--- config.mk ---
export PLATFORM = sky130hd
export DESIGN_NAME = cpu_load_instruction_execute_unit
export DESIGN_NICKNAME = d
export VERILOG_FILES = /design/src/sv/cliu_pkg.sv /design/src/sv/cliu_front.sv /design/src/sv/cliu_queue.sv /design/src/sv/cliu_back.sv /design/src/sv/cpu_load_instruction_execute_unit.sv
export SDC_FILE = /design/constraint.sdc
export NUM_CORES = 1
export LEC_CHECK = 0
export CAP_MARGIN = 20
export CORE_ASPECT_RATIO = 0.8
export CORE_UTILIZATION = 40
export CTS_BUF_LIST = sky130_fd_sc_hd__clkbuf_4
export CTS_CLUSTER_SIZE = 16
export DETAILED_ROUTE_END_ITERATION = 8
export DONT_BUFFER_PORTS = 1
export GPL_TIMING_DRIVEN = 0
export PLACE_DENSITY = 0.51
export SETUP_SLACK_MARGIN = 0.02
export SLEW_MARGIN = 20
export SYNTH_ARGS = -nofsm -noshare
export SYNTH_HDL_FRONTEND = slang
export SYNTH_SLANG_ARGS = --single-unit
--- constraint.sdc ---
create_clock -name clk_i -period 6.3 [get_ports clk_i]
set_clock_uncertainty 0.15 [all_clocks]
set_input_delay 0.63 -clock clk_i [delete_from_list [all_inputs] [get_ports clk_i]]
set_output_delay 0.63 -clock clk_i [all_outputs]
set_load 0.03 [all_outputs]
--- src/sv/cliu_pkg.sv ---
// ----------------------------------------------------------------------------
// cliu_pkg: shared types and constants of the load instruction execute unit
// Decoded item format, result format, register file view and opcode names.
// ----------------------------------------------------------------------------
package cliu_pkg;

  // Default depth of the queue between the decoder and the execute stage.
  localparam int unsigned QDEPTH = 2;

  // Stream widths, whole bytes.
  localparam int unsigned IN_W   = 32;
  localparam int unsigned OUT_W  = 112;

  // Register codes as they appear in the opcode (B C D E H L (HL) A).
  localparam logic [2:0] REG_B     = 3'd0;
  localparam logic [2:0] REG_C     = 3'd1;
  localparam logic [2:0] REG_D     = 3'd2;
  localparam logic [2:0] REG_E     = 3'd3;
  localparam logic [2:0] REG_H     = 3'd4;
  localparam logic [2:0] REG_L     = 3'd5;
  localparam logic [2:0] REG_HLIND = 3'd6;
  localparam logic [2:0] REG_A     = 3'd7;

  // Pair codes of LD rr,d16; the remaining code selects SP.
  localparam logic [1:0] PAIR_BC = 2'd0;
  localparam logic [1:0] PAIR_DE = 2'd1;
  localparam logic [1:0] PAIR_HL = 2'd2;

  // Opcodes outside the regular LD groups.
  localparam logic [7:0] OP_HALT      = 8'h76;
  localparam logic [7:0] OP_LD_A16_SP = 8'h08;
  localparam logic [7:0] OP_LDH_N_A   = 8'he0;
  localparam logic [7:0] OP_LDH_A_N   = 8'hf0;
  localparam logic [7:0] OP_LD_C_A    = 8'he2;
  localparam logic [7:0] OP_LD_A_C    = 8'hf2;
  localparam logic [7:0] OP_LD_A16_A  = 8'hea;
  localparam logic [7:0] OP_LD_A_A16  = 8'hfa;
  localparam logic [7:0] OP_LD_HL_SPS = 8'hf8;
  localparam logic [7:0] OP_LD_SP_HL  = 8'hf9;

  // Low nibbles of the 16-bit and indirect accumulator groups.
  localparam logic [3:0] NIB_LD_RR_D16 = 4'h1;
  localparam logic [3:0] NIB_ST_IND_A  = 4'h2;
  localparam logic [3:0] NIB_LD_A_IND  = 4'ha;
  localparam logic [2:0] SRC_D8        = 3'd6;

  localparam logic [7:0] HIGH_PAGE    = 8'hff;
  localparam logic [4:0] CYC_SP_STORE = 5'd20;

  typedef enum logic [3:0] {
    KD_RET,    // read data for the pending load
    KD_MOV,    // register to register
    KD_IMM8,   // register from d8
    KD_IMM16,  // pair from d16
    KD_WR,     // single byte store
    KD_RD,     // single byte load, leaves a read pending
    KD_SPST,   // SP stored as two bytes
    KD_HLSP,   // HL = SP + s8
    KD_SPHL    // SP = HL
  } kind_e;

  typedef enum logic [2:0] {
    AS_BC  = 3'd0,
    AS_DE  = 3'd1,
    AS_HLI = 3'd2,
    AS_HLD = 3'd3,
    AS_HL  = 3'd4,
    AS_HIO = 3'd5,  // FF00 + a8
    AS_HIC = 3'd6,  // FF00 + C
    AS_A16 = 3'd7
  } asrc_e;

  typedef enum logic [1:0] {
    BOP_NONE = 2'd0,
    BOP_RD   = 2'd1,
    BOP_WR   = 2'd2
  } bus_op_e;

  typedef struct packed {
    kind_e       kind;
    logic [2:0]  dst;
    logic [2:0]  src;
    asrc_e       asrc;
    logic [1:0]  pair;
    logic        use_imm;
    logic [7:0]  lo;
    logic [7:0]  hi;
    logic [7:0]  rdata;
    logic [4:0]  cyc;
    logic [1:0]  len;
  } dec_t;

  typedef struct packed {
    logic [7:0]  a;
    logic [3:0]  f;   // Z N H C
    logic [15:0] bc;
    logic [15:0] de;
    logic [15:0] hl;
    logic [15:0] sp;
  } regs_t;

  typedef struct packed {
    bus_op_e     bus_op;
    logic [15:0] addr;
    logic [7:0]  wdata;
    regs_t       regs;
    logic [4:0]  t_cycles;
    logic [1:0]  instr_len;
    logic        last;
  } res_t;

endpackage

--- src/sv/cliu_front.sv ---
// ----------------------------------------------------------------------------
// cliu_front: input side of the load instruction execute unit
// Accepts items, decodes the opcode and pushes load work into the queue.
// ----------------------------------------------------------------------------
module cliu_front (
  input  logic                 s_valid_i,
  output logic                 s_ready_o,
  input  logic [31:0]          s_data_i,
  input  logic                 s_user_i,
  input  logic                 full_i,
  output logic                 push_o,
  output cliu_pkg::dec_t       push_data_o
);
  import cliu_pkg::*;

  logic [7:0] op;
  logic       keep;
  dec_t       dec;

  assign op = s_data_i[7:0];

  always_comb begin
    dec       = '0;
    dec.kind  = KD_MOV;
    dec.asrc  = AS_HL;
    dec.lo    = s_data_i[15:8];
    dec.hi    = s_data_i[23:16];
    dec.rdata = s_data_i[31:24];
    dec.dst   = op[5:3];
    dec.src   = op[2:0];
    dec.pair  = op[5:4];
    keep      = 1'b1;
    if (s_user_i) begin
      dec.kind = KD_RET;
    end else if (op[7:6] == 2'b01 && op != OP_HALT) begin
      dec.len = 2'd1;
      dec.cyc = 5'd8;
      if (op[2:0] == REG_HLIND) begin
        dec.kind = KD_RD;
      end else if (op[5:3] == REG_HLIND) begin
        dec.kind = KD_WR;
      end else begin
        dec.kind = KD_MOV;
        dec.cyc  = 5'd4;
      end
    end else if (op[7:6] == 2'b00 && op[2:0] == SRC_D8) begin
      dec.len = 2'd2;
      if (op[5:3] == REG_HLIND) begin
        dec.kind    = KD_WR;
        dec.use_imm = 1'b1;
        dec.cyc     = 5'd12;
      end else begin
        dec.kind = KD_IMM8;
        dec.cyc  = 5'd8;
      end
    end else if (op[7:6] == 2'b00 && op[3:0] == NIB_LD_RR_D16) begin
      dec.kind = KD_IMM16;
      dec.cyc  = 5'd12;
      dec.len  = 2'd3;
    end else if (op[7:6] == 2'b00 && op[3:0] == NIB_ST_IND_A) begin
      dec.kind = KD_WR;
      dec.asrc = asrc_e'({1'b0, op[5:4]});
      dec.src  = REG_A;
      dec.cyc  = 5'd8;
      dec.len  = 2'd1;
    end else if (op[7:6] == 2'b00 && op[3:0] == NIB_LD_A_IND) begin
      dec.kind = KD_RD;
      dec.asrc = asrc_e'({1'b0, op[5:4]});
      dec.dst  = REG_A;
      dec.cyc  = 5'd8;
      dec.len  = 2'd1;
    end else begin
      dec.src = REG_A;
      dec.dst = REG_A;
      unique case (op)
        OP_LD_A16_SP: begin
          dec.kind = KD_SPST; dec.cyc = CYC_SP_STORE; dec.len = 2'd3;
        end
        OP_LDH_N_A: begin
          dec.kind = KD_WR; dec.asrc = AS_HIO; dec.cyc = 5'd12; dec.len = 2'd2;
        end
        OP_LDH_A_N: begin
          dec.kind = KD_RD; dec.asrc = AS_HIO; dec.cyc = 5'd12; dec.len = 2'd2;
        end
        OP_LD_C_A: begin
          dec.kind = KD_WR; dec.asrc = AS_HIC; dec.cyc = 5'd8; dec.len = 2'd1;
        end
        OP_LD_A_C: begin
          dec.kind = KD_RD; dec.asrc = AS_HIC; dec.cyc = 5'd8; dec.len = 2'd1;
        end
        OP_LD_A16_A: begin
          dec.kind = KD_WR; dec.asrc = AS_A16; dec.cyc = 5'd16; dec.len = 2'd3;
        end
        OP_LD_A_A16: begin
          dec.kind = KD_RD; dec.asrc = AS_A16; dec.cyc = 5'd16; dec.len = 2'd3;
        end
        OP_LD_HL_SPS: begin
          dec.kind = KD_HLSP; dec.cyc = 5'd12; dec.len = 2'd2;
        end
        OP_LD_SP_HL: begin
          dec.kind = KD_SPHL; dec.cyc = 5'd8; dec.len = 2'd1;
        end
        default: keep = 1'b0;
      endcase
    end
  end

  // Opcodes outside the LD group are consumed here and never queued.
  assign s_ready_o   = !full_i;
  assign push_o      = s_valid_i && !full_i && keep;
  assign push_data_o = dec;

endmodule

--- src/sv/cliu_queue.sv ---
// ----------------------------------------------------------------------------
// cliu_queue: short FIFO of decoded items
// Decouples the decoder from the execute stage so that each may stall alone.
// ----------------------------------------------------------------------------
module cliu_queue #(
  parameter int unsigned Depth = cliu_pkg::QDEPTH
) (
  input  logic                 clk_i,
  input  logic                 rst_ni,
  input  logic                 push_i,
  input  cliu_pkg::dec_t       push_data_i,
  output logic                 full_o,
  input  logic                 pop_i,
  output logic                 head_vld_o,
  output cliu_pkg::dec_t       head_o
);
  import cliu_pkg::*;

  localparam int unsigned PW = (Depth > 1) ? $clog2(Depth) : 1;
  localparam int unsigned CW = $clog2(Depth + 1);

  dec_t            mem_q [Depth];
  logic [PW-1:0]   wr_ptr_q, wr_ptr_d;
  logic [PW-1:0]   rd_ptr_q, rd_ptr_d;
  logic [CW-1:0]   cnt_q, cnt_d;
  logic            do_pop;

  assign full_o     = (cnt_q == CW'(Depth));
  assign head_vld_o = (cnt_q != '0);
  assign head_o     = mem_q[rd_ptr_q];
  assign do_pop     = pop_i && head_vld_o;

  always_comb begin
    wr_ptr_d = wr_ptr_q;
    rd_ptr_d = rd_ptr_q;
    cnt_d    = cnt_q;
    if (push_i) begin
      wr_ptr_d = (wr_ptr_q == PW'(Depth - 1)) ? '0 : wr_ptr_q + PW'(1);
    end
    if (do_pop) begin
      rd_ptr_d = (rd_ptr_q == PW'(Depth - 1)) ? '0 : rd_ptr_q + PW'(1);
    end
    if (push_i && !do_pop) begin
      cnt_d = cnt_q + CW'(1);
    end else if (!push_i && do_pop) begin
      cnt_d = cnt_q - CW'(1);
    end
  end

  always_ff @(posedge clk_i or negedge rst_ni) begin
    if (!rst_ni) begin
      wr_ptr_q <= '0;
      rd_ptr_q <= '0;
      cnt_q    <= '0;
    end else begin
      wr_ptr_q <= wr_ptr_d;
      rd_ptr_q <= rd_ptr_d;
      cnt_q    <= cnt_d;
    end
  end

  always_ff @(posedge clk_i) begin
    if (push_i) begin
      mem_q[wr_ptr_q] <= push_data_i;
    end
  end

endmodule

--- src/sv/cliu_back.sv ---
// ----------------------------------------------------------------------------
// cliu_back: execute stage of the load instruction execute unit
// Holds the register file, carries out queued loads and drives the result.
// ----------------------------------------------------------------------------
module cliu_back (
  input  logic                 clk_i,
  input  logic                 rst_ni,
  input  logic                 head_vld_i,
  input  cliu_pkg::dec_t       head_i,
  output logic                 pop_o,
  output logic                 res_vld_o,
  output cliu_pkg::res_t       res_o,
  input  logic                 res_ready_i
);
  import cliu_pkg::*;

  function automatic logic [7:0] get_r(regs_t r, logic [2:0] code);
    logic [7:0] v;
    case (code)
      REG_B:   v = r.bc[15:8];
      REG_C:   v = r.bc[7:0];
      REG_D:   v = r.de[15:8];
      REG_E:   v = r.de[7:0];
      REG_H:   v = r.hl[15:8];
      REG_L:   v = r.hl[7:0];
      REG_A:   v = r.a;
      default: v = 8'h00;
    endcase
    return v;
  endfunction

  function automatic regs_t set_r(regs_t r, logic [2:0] code, logic [7:0] v);
    regs_t n;
    n = r;
    case (code)
      REG_B:   n.bc[15:8] = v;
      REG_C:   n.bc[7:0]  = v;
      REG_D:   n.de[15:8] = v;
      REG_E:   n.de[7:0]  = v;
      REG_H:   n.hl[15:8] = v;
      REG_L:   n.hl[7:0]  = v;
      REG_A:   n.a        = v;
      default: n          = r;
    endcase
    return n;
  endfunction

  regs_t       regs_q, regs_d;
  logic        wait_q, wait_d;
  logic [2:0]  tgt_q, tgt_d;
  logic        phase_q, phase_d;
  logic        out_vld_q, out_vld_d;
  res_t        out_q, out_d;

  logic        adv;
  logic        emit;
  res_t        res;
  logic [15:0] a16;
  logic [15:0] addr;
  logic [15:0] hl_new;
  logic [7:0]  wsrc;
  logic [4:0]  half_sum;
  logic [8:0]  byte_sum;

  assign a16      = {head_i.hi, head_i.lo};
  assign wsrc     = head_i.use_imm ? head_i.lo : get_r(regs_q, head_i.src);
  assign half_sum = {1'b0, regs_q.sp[3:0]} + {1'b0, head_i.lo[3:0]};
  assign byte_sum = {1'b0, regs_q.sp[7:0]} + {1'b0, head_i.lo};

  // Address formation, with the HL post-increment and post-decrement.
  always_comb begin
    hl_new = regs_q.hl;
    unique case (head_i.asrc)
      AS_BC:  addr = regs_q.bc;
      AS_DE:  addr = regs_q.de;
      AS_HLI: begin addr = regs_q.hl; hl_new = regs_q.hl + 16'd1; end
      AS_HLD: begin addr = regs_q.hl; hl_new = regs_q.hl - 16'd1; end
      AS_HL:  addr = regs_q.hl;
      AS_HIO: addr = {HIGH_PAGE, head_i.lo};
      AS_HIC: addr = {HIGH_PAGE, regs_q.bc[7:0]};
      AS_A16: addr = a16;
      default: addr = regs_q.hl;
    endcase
  end

  always_comb begin
    regs_d    = regs_q;
    wait_d    = wait_q;
    tgt_d     = tgt_q;
    phase_d   = phase_q;
    out_d     = out_q;
    out_vld_d = out_vld_q && !res_ready_i;
    pop_o     = 1'b0;
    emit      = 1'b0;
    res       = '0;
    adv       = !out_vld_q || res_ready_i;

    if (adv && head_vld_i) begin
      if (head_i.kind == KD_RET) begin
        pop_o = 1'b1;
        if (wait_q) begin
          regs_d   = set_r(regs_q, tgt_q, head_i.rdata);
          wait_d   = 1'b0;
          emit     = 1'b1;
          res.last = 1'b1;
        end
      end else if (head_i.kind == KD_SPST) begin
        // The entry stays at the head until both bytes have gone out.
        emit          = 1'b1;
        res.bus_op    = BOP_WR;
        res.t_cycles  = head_i.cyc;
        res.instr_len = head_i.len;
        if (!phase_q) begin
          res.addr  = a16;
          res.wdata = regs_q.sp[7:0];
          phase_d   = 1'b1;
        end else begin
          res.addr  = a16 + 16'd1;
          res.wdata = regs_q.sp[15:8];
          res.last  = 1'b1;
          phase_d   = 1'b0;
          wait_d    = 1'b0;
          pop_o     = 1'b1;
        end
      end else begin
        pop_o         = 1'b1;
        emit          = 1'b1;
        res.last      = 1'b1;
        res.t_cycles  = head_i.cyc;
        res.instr_len = head_i.len;
        wait_d        = 1'b0;
        unique case (head_i.kind)
          KD_MOV:  regs_d = set_r(regs_q, head_i.dst, get_r(regs_q, head_i.src));
          KD_IMM8: regs_d = set_r(regs_q, head_i.dst, head_i.lo);
          KD_IMM16: begin
            unique case (head_i.pair)
              PAIR_BC: regs_d.bc = a16;
              PAIR_DE: regs_d.de = a16;
              PAIR_HL: regs_d.hl = a16;
              default: regs_d.sp = a16;
            endcase
          end
          KD_WR: begin
            res.bus_op = BOP_WR;
            res.addr   = addr;
            res.wdata  = wsrc;
            regs_d.hl  = hl_new;
          end
          KD_RD: begin
            res.bus_op = BOP_RD;
            res.addr   = addr;
            regs_d.hl  = hl_new;
            wait_d     = 1'b1;
            tgt_d      = head_i.dst;
          end
          KD_HLSP: begin
            regs_d.hl = regs_q.sp + {{8{head_i.lo[7]}}, head_i.lo};
            regs_d.f  = {2'b00, half_sum[4], byte_sum[8]};
          end
          KD_SPHL: regs_d.sp = regs_q.hl;
          default: regs_d = regs_q;
        endcase
      end
    end

    res.regs = regs_d;
    if (emit) begin
      out_d     = res;
      out_vld_d = 1'b1;
    end
  end

  always_ff @(posedge clk_i or negedge rst_ni) begin
    if (!rst_ni) begin
      regs_q    <= '0;
      wait_q    <= 1'b0;
      tgt_q     <= '0;
      phase_q   <= 1'b0;
      out_vld_q <= 1'b0;
    end else begin
      regs_q    <= regs_d;
      wait_q    <= wait_d;
      tgt_q     <= tgt_d;
      phase_q   <= phase_d;
      out_vld_q <= out_vld_d;
    end
  end

  always_ff @(posedge clk_i) begin
    out_q <= out_d;
  end

  assign res_vld_o = out_vld_q;
  assign res_o     = out_q;

endmodule

--- src/sv/cpu_load_instruction_execute_unit.sv ---
// ----------------------------------------------------------------------------
// cpu_load_instruction_execute_unit: LD group execute unit of an 8-bit CPU
// Top level: decoder, item queue and execute stage with the register file.
// ----------------------------------------------------------------------------
// The unit keeps A, F, BC, DE, HL and SP and executes the LD instructions of
// an SM83-style CPU. Each input item is either an instruction (tuser low) with
// its opcode and immediate bytes, or the byte returned for the read that the
// last load left pending (tuser high). The unit takes one item per cycle while
// the queue has room and gives one result per cycle while the output side is
// not stalled; an item passes through the queue and its result through the
// output register. LD (a16),SP is the one instruction with two results, low
// byte then high byte; it holds the execute stage until both bytes have gone
// out. Opcodes outside the LD group, HALT among them, are dropped by the
// decoder and give no result; a read-data item with no read pending is taken
// and gives no result. A load that reads memory shows any HL step in its read
// request; the target register is written when the data item comes back, and
// a new load issued first drops the pending one. A short queue between the
// decoder and the execute stage, and a register on the output, let the input
// keep flowing while a result waits to be taken.
module cpu_load_instruction_execute_unit #(
  parameter int unsigned QueueDepth = cliu_pkg::QDEPTH
) (
  input  logic                        clk_i,
  input  logic                        rst_ni,
  // Input items.
  input  logic                        s_axis_tvalid_i,
  output logic                        s_axis_tready_o,
  // opcode [7:0], imm_lo [15:8], imm_hi [23:16], read_data [31:24]
  input  logic [cliu_pkg::IN_W-1:0]   s_axis_tdata_i,
  // req_type [0]
  input  logic                        s_axis_tuser_i,
  // Result items.
  output logic                        m_axis_tvalid_o,
  input  logic                        m_axis_tready_i,
  // bus_addr [15:0], bus_wdata [23:16], reg_a [31:24], reg_f [39:32],
  // reg_bc [55:40], reg_de [71:56], reg_hl [87:72], reg_sp [103:88],
  // t_cycles [108:104], instr_len [110:109], zero [111]
  output logic [cliu_pkg::OUT_W-1:0]  m_axis_tdata_o,
  // bus_op [1:0]
  output logic [1:0]                  m_axis_tuser_o,
  // last
  output logic                        m_axis_tlast_o
);
  import cliu_pkg::*;

  logic  push;
  dec_t  push_data;
  logic  full;
  logic  pop;
  logic  head_vld;
  dec_t  head;
  res_t  res;

  // The decoder classifies the item and drops anything outside the LD group.
  cliu_front u_front (
    .s_valid_i   (s_axis_tvalid_i),
    .s_ready_o   (s_axis_tready_o),
    .s_data_i    (s_axis_tdata_i),
    .s_user_i    (s_axis_tuser_i),
    .full_i      (full),
    .push_o      (push),
    .push_data_o (push_data)
  );

  cliu_queue #(
    .Depth (QueueDepth)
  ) u_queue (
    .clk_i       (clk_i),
    .rst_ni      (rst_ni),
    .push_i      (push),
    .push_data_i (push_data),
    .full_o      (full),
    .pop_i       (pop),
    .head_vld_o  (head_vld),
    .head_o      (head)
  );

  // The execute stage owns all architectural state and the output register.
  cliu_back u_back (
    .clk_i       (clk_i),
    .rst_ni      (rst_ni),
    .head_vld_i  (head_vld),
    .head_i      (head),
    .pop_o       (pop),
    .res_vld_o   (m_axis_tvalid_o),
    .res_o       (res),
    .res_ready_i (m_axis_tready_i)
  );

  // Flags sit in the upper nibble of F; the lower nibble always reads zero.
  assign m_axis_tdata_o = {1'b0, res.instr_len, res.t_cycles,
                           res.regs.sp, res.regs.hl, res.regs.de, res.regs.bc,
                           res.regs.f, 4'h0, res.regs.a, res.wdata, res.addr};
  assign m_axis_tuser_o = res.bus_op;
  assign m_axis_tlast_o = res.last;

endmodule

==> flow_summary.toml <==
[timing]
setup_viol = 0
final.hold.worst_slack_ns = 0.0934
timing.setup.tns_ns = 0
final.period_utilization_pct = 95.4
rsz0062_at_grt = "false"
finalHoldViolations = 0
relSlewSlack_pct = 19.4
worstMarginPinSlew_ns = 1.20
clock.fmax_ghz = 0.166
timing.final.max_slew_violations = 0
worst_slack_ns = 0.288
final.min_clock_period_ns = 6.01

[synthesis]
synth_edf_count = 198
synth_seq_cells = 284
ys_dominant_reg_cell = "edfxtp_1"
mappedNetlistArea_um2 = 15800
async_reset_ff_share_pct = 30.3
synth_top_area_share_pct = 37.6
synth_seq_area_share_pct = 51.2
post_synth_main_area_contributors = "edfxtp_1 38%, dfrtp_1 14%, nor2_1 3.5%"
synth.yosys.warnings = 0
yosys.cell_types.count = 89
synthesis.area_per_instance_um2 = 10.6
synth.largest_area_cell = "edfxtp_1"
syn_inst = 1494

[worst_setup_path]
critical_path_s_largest_stage_delay_ns = 0.60
crit_path_cell_trace = "buf_6, buf_12, buf_6, buf_8, buf_4, mux2_2, clkbuf_1, nand2_1, inv_1, ha_1, a211oi_1, o21bai_1, a2111oi_0, nor2_1, xnor2_1, o221ai_1, a221oi_1, a21oi_1"
crit_path_max_fanout = 14
critical_path_rt_ns = 6.66
slowest_cell_on_the_critical_path = "a2111oi_0"
worstSetupPathType = "register to register"
timing.critical_path.arrival_ns = 6.38
critical-path-top-cell-by-count = "buf_6"
startpoint_type = "register"
cp-end-kind = "register"

[drt]
via_per_inst = 6.33
drt-wirelength-per-cell_um = 29.1
antenna_violating_nets_post_route = 0
drt-pass1-iter-count = 6
num_vias = 13993
drt-initial-drc-count = 1823
drc_errors = 0
drt_wl_total_um = 64300

[finish]
nets_finish = 1687
layout.filler_cells = 3730
final_area_um2 = 18100
final-instance-count-excl-fill = 2210
layout-area-overhead-vs-synth_pct = 14.4
final_core_util_pct = 46.9
post_route_cells_drive_above_1_share_pct = 13.3

[die]
die_area_um2 = 40400
floorplan.initialDensity_pct = 41.0
core_region_area_um2 = 38600
floorplan.io_pins = 154
chipWidth_um = 224
placement_rows = 64
vertical_die_dimension_um = 180

[global_routing]
largest_net_degree_at_the_start_of_global_routing = 87
grt_usage_pct = 32.0
first_global_vias = 13469
antenna_found_initial = 4
grt.overflow.total = 0
first_pass_grt_wire_length_um = 92900

[clock_tree]
cts_made_buffers = 75
postCtsSetupBuffers = 0
clk_pin_slew_ns = 0.07
cts_sinks = 284
insertion_delay_ns = 0.85
cts.root.buffer_cell = "clkbuf_4"
max-clock-path-buffers = 3
cts_tree = "done"
htree_num_levels = 3

[worst_hold_path]
holdCritPathClass = "input port to register"

[placed_design]
placed_instance_area_um2 = 16700
detailedPlacementHpwl_um = 48100
dp_worst_setup_slack_ns = 0.537
gpl.final_weighted_congestion = 1.00
post-place-cells = 2033
placement.io_buffers = 0

[power_and_ir_drop]
total_leakage_power_nw = 6.53
p_total_mw = 11.4
ir_drop_uv = 292
p_per_area_nw_per_um2 = 628

[run_status]
status = "completed"

[job]
drv_cap = 0
[where the power goes]
group / total [mW] / switching, mW / internal (mW)
combinational: 5.18 / 3.51 / 1.67
sequential: 4.46 / 1.44 / 3.02
clock: 1.73 / 0.789 / 0.946
total: 11.4 / 5.73 / 5.64
[synth_stat cells (5+ instances only)]
library cell	instances
a2111oi_0	8
a211o_1	16
a211oi_1	19
a21o_1	10
a21oi_1	111
a221oi_1	15
a22oi_1	59
a31oi_1	14
a32oi_1	7
and2_1	6
and3_1	6
buf_1	5
buf_2	11
buf_4	10
clkbuf_1	41
dfrtp_1	86
edfxtp_1	198
ha_1	31
inv_1	29
mux2_2	17
mux2i_1	47
nand2_1	116
nand2b_1	34
nand3_1	25
nand3b_1	6
nor2_1	149
nor2_2	6
nor2b_1	8
nor3_1	27
nor3b_1	6
nor4_1	5
o211ai_1	13
o21a_1	23
o21ai_0	91
o21ai_1	21
o221ai_1	25
o22a_1	10
o22ai_1	46
o31ai_1	5
o32a_1	17
o32ai_1	5
xnor2_1	29
xor2_1	9
[layout make-up]
cell class	count	area [µm²]	share of cell area, %
inverters	29	114	0.629
well taps	528	661	3.65
clock buffers	113	848	4.68
flip-flops and latches	284	8100	44.7
multi-input cells	1116	7390	40.8
plain buffers	71	360	1.99
clock inverters	22	180	0.995
diodes	7	17.5	0.0967
repair buffers	40	442	2.44
[registers in the layout (all words and copies together), names as in the netlist]
| signal | cells |
|---|---|
| u_back.phase_q | 1 |
| u_back.regs_q | 76 |
| u_back.res_o | 108 |
| u_back.res_vld_o | 1 |
| u_back.tgt_q | 3 |
| u_back.wait_q | 1 |
| u_queue.cnt_q | 2 |
| u_queue.mem_q | 90 |
| u_queue.rd_ptr_q | 1 |
| u_queue.wr_ptr_q | 1 |
[layer usage]
metal  global-route usage [%]  vias up  share of wire [%]
li1                         -     6116                  -
met1                     46.7     6929                 44
met2                     45.6      797                 42
met3                     7.39      149                9.5
met4                     12.7        2                3.9
met5                        0        -              0.023
[cells by family (layout without fill, tap and decap cells)]
logic type	count (synthesis)	after routing	share of synthesized area [%]
adder cells (fa/ha/maj)	33	33	2.70
flip-flops	284	284	51.2
multiplexers	73	73	5.34
buffers and inverters	100	275	2.96
other	1	14	0.0237
AND/OR/NAND/NOR	421	421	12.5
AO/OA/AOI/OAI	544	544	23.2
XOR/XNOR	38	38	2.10
[worst max-delay path: cells and delay by family (launching register included)]
kind | cells | cell delay, ns
XOR/XNOR | 1 | 0.25
flip-flops | 1 | 0.55
AND/OR/NAND/NOR | 2 | 0.41
AO/OA/AOI/OAI | 6 | 1.71
multiplexers | 1 | 0.26
buffers and inverters | 7 | 1.97
adder cells (fa/ha/maj) | 1 | 0.35
[what timing repair did]
item	in CTS	in global routing
endpoints found under the hold margin	154	0
hold buffers	35	0
resized for setup	0	0
[final timing paths]
| check | startpoint | end | slack [ns] | cells past startpoint |
|---|---|---|---|---|
| worst min-delay path | s_axis_tdata_i[7] | u_queue.mem_q[1][39] | 0.09 | 3 |
| min in group asynchronous | rst_ni | u_back.regs_q[25] | 0.27 | 2 |
| max in group asynchronous | rst_ni | u_back.regs_q[40] | 5.29 | 2 |
| worst min register to register | u_back.regs_q[67] | u_back.regs_q[67] | 0.33 | 1 |
| worst max register to register | u_queue.rd_ptr_q | u_back.res_o[31] | 0.29 | 18 |
| worst max-delay path | u_queue.rd_ptr_q | u_back.res_o[31] | 0.29 | 18 |
[cell usage in the layout, fill, tap and decap left out, types with 23 or more instances in the layout]
| cell | instances |
|---|---|
| a21oi_1 | 111 |
| a22oi_1 | 59 |
| clkbuf_1 | 41 |
| clkbuf_4 | 113 |
| dfrtp_1 | 86 |
| dlygate4sd3_1 | 34 |
| edfxtp_1 | 198 |
| ha_1 | 31 |
| inv_1 | 28 |
| mux2i_1 | 34 |
| nand2_1 | 116 |
| nand2b_1 | 34 |
| nand3_1 | 25 |
| nor2_1 | 149 |
| nor3_1 | 26 |
| o21a_1 | 23 |
| o21ai_0 | 90 |
| o221ai_1 | 25 |
| o22ai_1 | 46 |
| xnor2_1 | 29 |
No activity file was read; power rests on OpenSTA's default activity.
